==> config.mk <==
export PLATFORM = sky130hd
export DESIGN_NAME = fbdr_mul
export DESIGN_NICKNAME = d
export VERILOG_FILES = /design/src/rtl/fbdr_pkg.sv /design/src/rtl/fbdr_mul.sv
export SDC_FILE = /design/constraint.sdc
export NUM_CORES = 2
export LEC_CHECK = 0
export BUFFER_PORTS_ARGS = -buffer_cell sky130_fd_sc_hd__clkbuf_2
export CAP_MARGIN = 15
export CORE_ASPECT_RATIO = 0.5
export CORE_UTILIZATION = 59
export CTS_BUF_LIST = sky130_fd_sc_hd__clkbuf_16
export DETAILED_ROUTE_END_ITERATION = 6
export GPL_TIMING_DRIVEN = 0
export PLACE_DENSITY = 0.77
export SYNTH_ARGS = -nofsm -noshare
export SYNTH_HDL_FRONTEND = slang
export SYNTH_SLANG_ARGS = --single-unit
==> constraint.sdc <==
create_clock -name clk -period 12.4 [get_ports clk]
set_input_delay 0 -clock clk [delete_from_list [all_inputs] [get_ports clk]]
set_output_delay 0 -clock clk [all_outputs]
set_load 0.03 [all_outputs]
==> src/rtl/fbdr_pkg.sv <==
// Shared widths and defaults for the flat-bottom distance restraint.
`default_nettype none
package fbdr_pkg;
    localparam int FRAC_BITS_DEF       = 16;
    localparam int ATOM_INDEX_BITS_DEF = 16;
    localparam int COORD_W  = 32;
    localparam int PRM_W    = 31;
    localparam int ENERGY_W = 63;
    localparam int MAG_W    = 33;
    localparam int PROD_W   = 2 * MAG_W;
    localparam int ACC_W    = 97;
    localparam int PUSH_W   = 32;
    localparam logic [ENERGY_W-1:0] ENERGY_MAX = {ENERGY_W{1'b1}};
    localparam logic [PUSH_W-1:0]   POS_LIM    = 32'h7FFF_FFFF;
    localparam logic [PUSH_W-1:0]   NEG_LIM    = 32'h8000_0000;
endpackage
`default_nettype wire

==> src/rtl/fbdr_mul.sv <==
// Shared unsigned multiplier with registered product.
`default_nettype none
module fbdr_mul
(
    input  wire logic                        clk,
    input  wire logic [fbdr_pkg::MAG_W-1:0]  a,
    input  wire logic [fbdr_pkg::MAG_W-1:0]  b,
    output logic      [fbdr_pkg::PROD_W-1:0] prod
);
    logic [fbdr_pkg::PROD_W-1:0] prod_reg;

    always_ff @(posedge clk)
    begin
        prod_reg <= fbdr_pkg::PROD_W'(a) * fbdr_pkg::PROD_W'(b);
    end

    assign prod = prod_reg;
endmodule
`default_nettype wire

==> results.ini <==
[setup_path]
arrival_ns = 9.26
crit_required_ns = 12.64
crit_top_cell = fa_1
critPathLaunchType = input port
critPathKind = in -> reg
cp_max_fo = 10
slowest_delay_ns = 0.66
end_kind = flip-flop
critPathSlowestCell = nor4b_1

[sta]
final-setup-viol-count = 0
final_max_slew_viol_count = 0
slew_headroom_pct = 15.2
worstMarginPinSlew_ns = 1.27
clock.fmax_mhz = 111
hold_viol_final = 0
timing.final.crit_share_pct = 72.7
final.min_clock_period_ns = 9.02
rsz0062_at_grt = no
fin_setup_tns_ns = 0

[yosys]
yosys-top-cells-count = 1048 x inv_1, 958 x fa_1, 574 x and2_1
synth.cell_area_mm2 = 0.0366
syn-instance-count = 4048
seq_area_frac_synth_pct = 3.61
ys_warn_count = 0
synth_most_common_cell = inv_1
yosysTopAreaCellShare_pct = 52.4
yosysTopAreaCell = fa_1
synthDistinctLibCells = 57
synthFlopType = dfxtp_1
async_flop_share_pct = 0
syn_avg_cell_area_um2 = 9.04
synth-edff-count = 0
ys_seq_elements = 66
yosys-top-cells-area = fa_1 52%, inv_1 11%, and2_1 9.8%
syn_nets = 5338

[route]
drt_wl_total_um = 133000
drt_iter0_drc = 3013
vias = 29000
first_pass_iters = 7
drc = 1
antenna_left = 0
vias_per_cell = 5.77
routedWlPerCell_um = 26.3

[floorplan]
row_count = 64
die_h_um = 178
dieWidth_um = 354
start_util_pct = 59.8
ioPinCount = 133
dieArea_mm2 = 0.0631
core_mm2 = 0.0612

[global_route]
grt_pass1_vias = 29900
grt_start_max_net_pins = 14
grt_util_all_layers_pct = 43.5
grt_pass1_wl_um = 193000
grt-ovfl-total = 0
antenna_found_initial = 21

[layout]
nets = 5486
drive_above_1_share_pct = 3.81
largest_reg_flops = 66
multiInputGateArea_mm2 = 0.0306
areaGrowthSynthToFinish_pct = 5.74
fill_cells = 5392
seqCellArea_mm2 = 0.00132

[clock_tree]
clockRootBuffer = clkbuf_16
cts_resized = 0
clock-sinks = 66
clk_pin_slew_worst_paths_ns = 0.07
cts_tree = built
htree_num_levels = 3
post_cts_buffers = 0
cts_buffers = 9
ctsHoldBuffers = 1
clock_path_buffers = 2

[hold_path]
hold_path.class = in -> reg

[placed_design]
io_buffers = 132
dp_hpwl_um = 112000
place.gp.congestion = 1.04

[status]
violations = DRC
status = finished with violations

[flow_run]
cap_violations = 0

placed cells by master, fill, tap and decap left out, types with 4 or more instances in the layout:
master,count
fa_1,958
and2_1,574
nor2b_1,6
clkbuf_16,9
inv_1,1048
xor2_1,24
buf_8,4
diode_2,5
a211oi_1,5
nand3_1,10
a21oi_1,73
nand2_1,567
o21ai_0,15
xnor2_1,41
clkbuf_1,209
nor2_1,33
nor3_1,4
o21ai_1,23
and3_1,7
clkbuf_2,132
and4_1,4
ha_1,265
a31oi_1,6
o21a_1,7
nand4_1,16
o21bai_1,8
a21o_1,31
dfxtp_1,66
final cells by class:
cell class                 count  share of cell area, %
timing repair buffer         137                   1.89
clock inverter                 7                  0.259
sequential                    66                   3.41
buffer                       211                   2.05
multi-input combinational   2722                   78.9
tap                          825                   2.67
clock buffer                   9                  0.582
inverter                    1049                   10.2
antenna                        5                 0.0323
logic make-up (layout without fill, tap and decap cells):
logic type	count (synthesis)	count (layout)	share of synthesized area (%)
buffers and inverters	1260	1413	12.9
and+or+nand+nor	1233	1233	17.0
adders and majority gates	1223	1223	61.5
AOI/OAI and AO/OA	201	201	3.45
DFF	66	66	3.61
xor gates and xnor gates	65	65	1.56
other	0	5	0
critical path: cells and delay by family:
family,cells,cell delay (ns)
buf+inv,10,1.52
simple gates,6,1.93
fa+ha+maj,9,4.44
xor+xnor,1,0.12
compound gates,4,1.25
routing by layer:
| layer | part of all wire [%] | routed length [µm] | GRT usage [%] | vias to the layer above |
|---|---|---|---|---|
| met2 | 42 | 55500 | 63.4 | 1915 |
| met5 | 0.045 | 60 | 0 | - |
| li1 | - | - | - | 11800 |
| met1 | 38 | 50400 | 57.3 | 14800 |
| met4 | 5.4 | 7120 | 19.2 | 10 |
| met3 | 15 | 19400 | 17.6 | 410 |
through the flow:
stage	hold WS, ns	worst slack [ns]	util, %	area, µm²	instances
floorplan	0.127	5.30	-	36600	4048
global placement	0.341	3.13	62.6	38300	5005
detailed placement	0.344	3.06	62.6	38300	5006
CTS	0.194	3.44	63.2	38600	5023
global route	0.200	3.04	63.2	38700	5026
finish	0.211	3.38	63.3	38700	5031
worst paths after layout:
| path | from | to | slack, ns | depth (start not counted) |
|---|---|---|---|---|
| worst max-delay path | b[0] | prod[64] | 3.38 | 30 |
| worst min-delay path | a[0] | prod[1] | 0.21 | 3 |
Power is not shown: default switching activity piles up to over one toggle a cycle in this logic, so the estimate is an artifact.
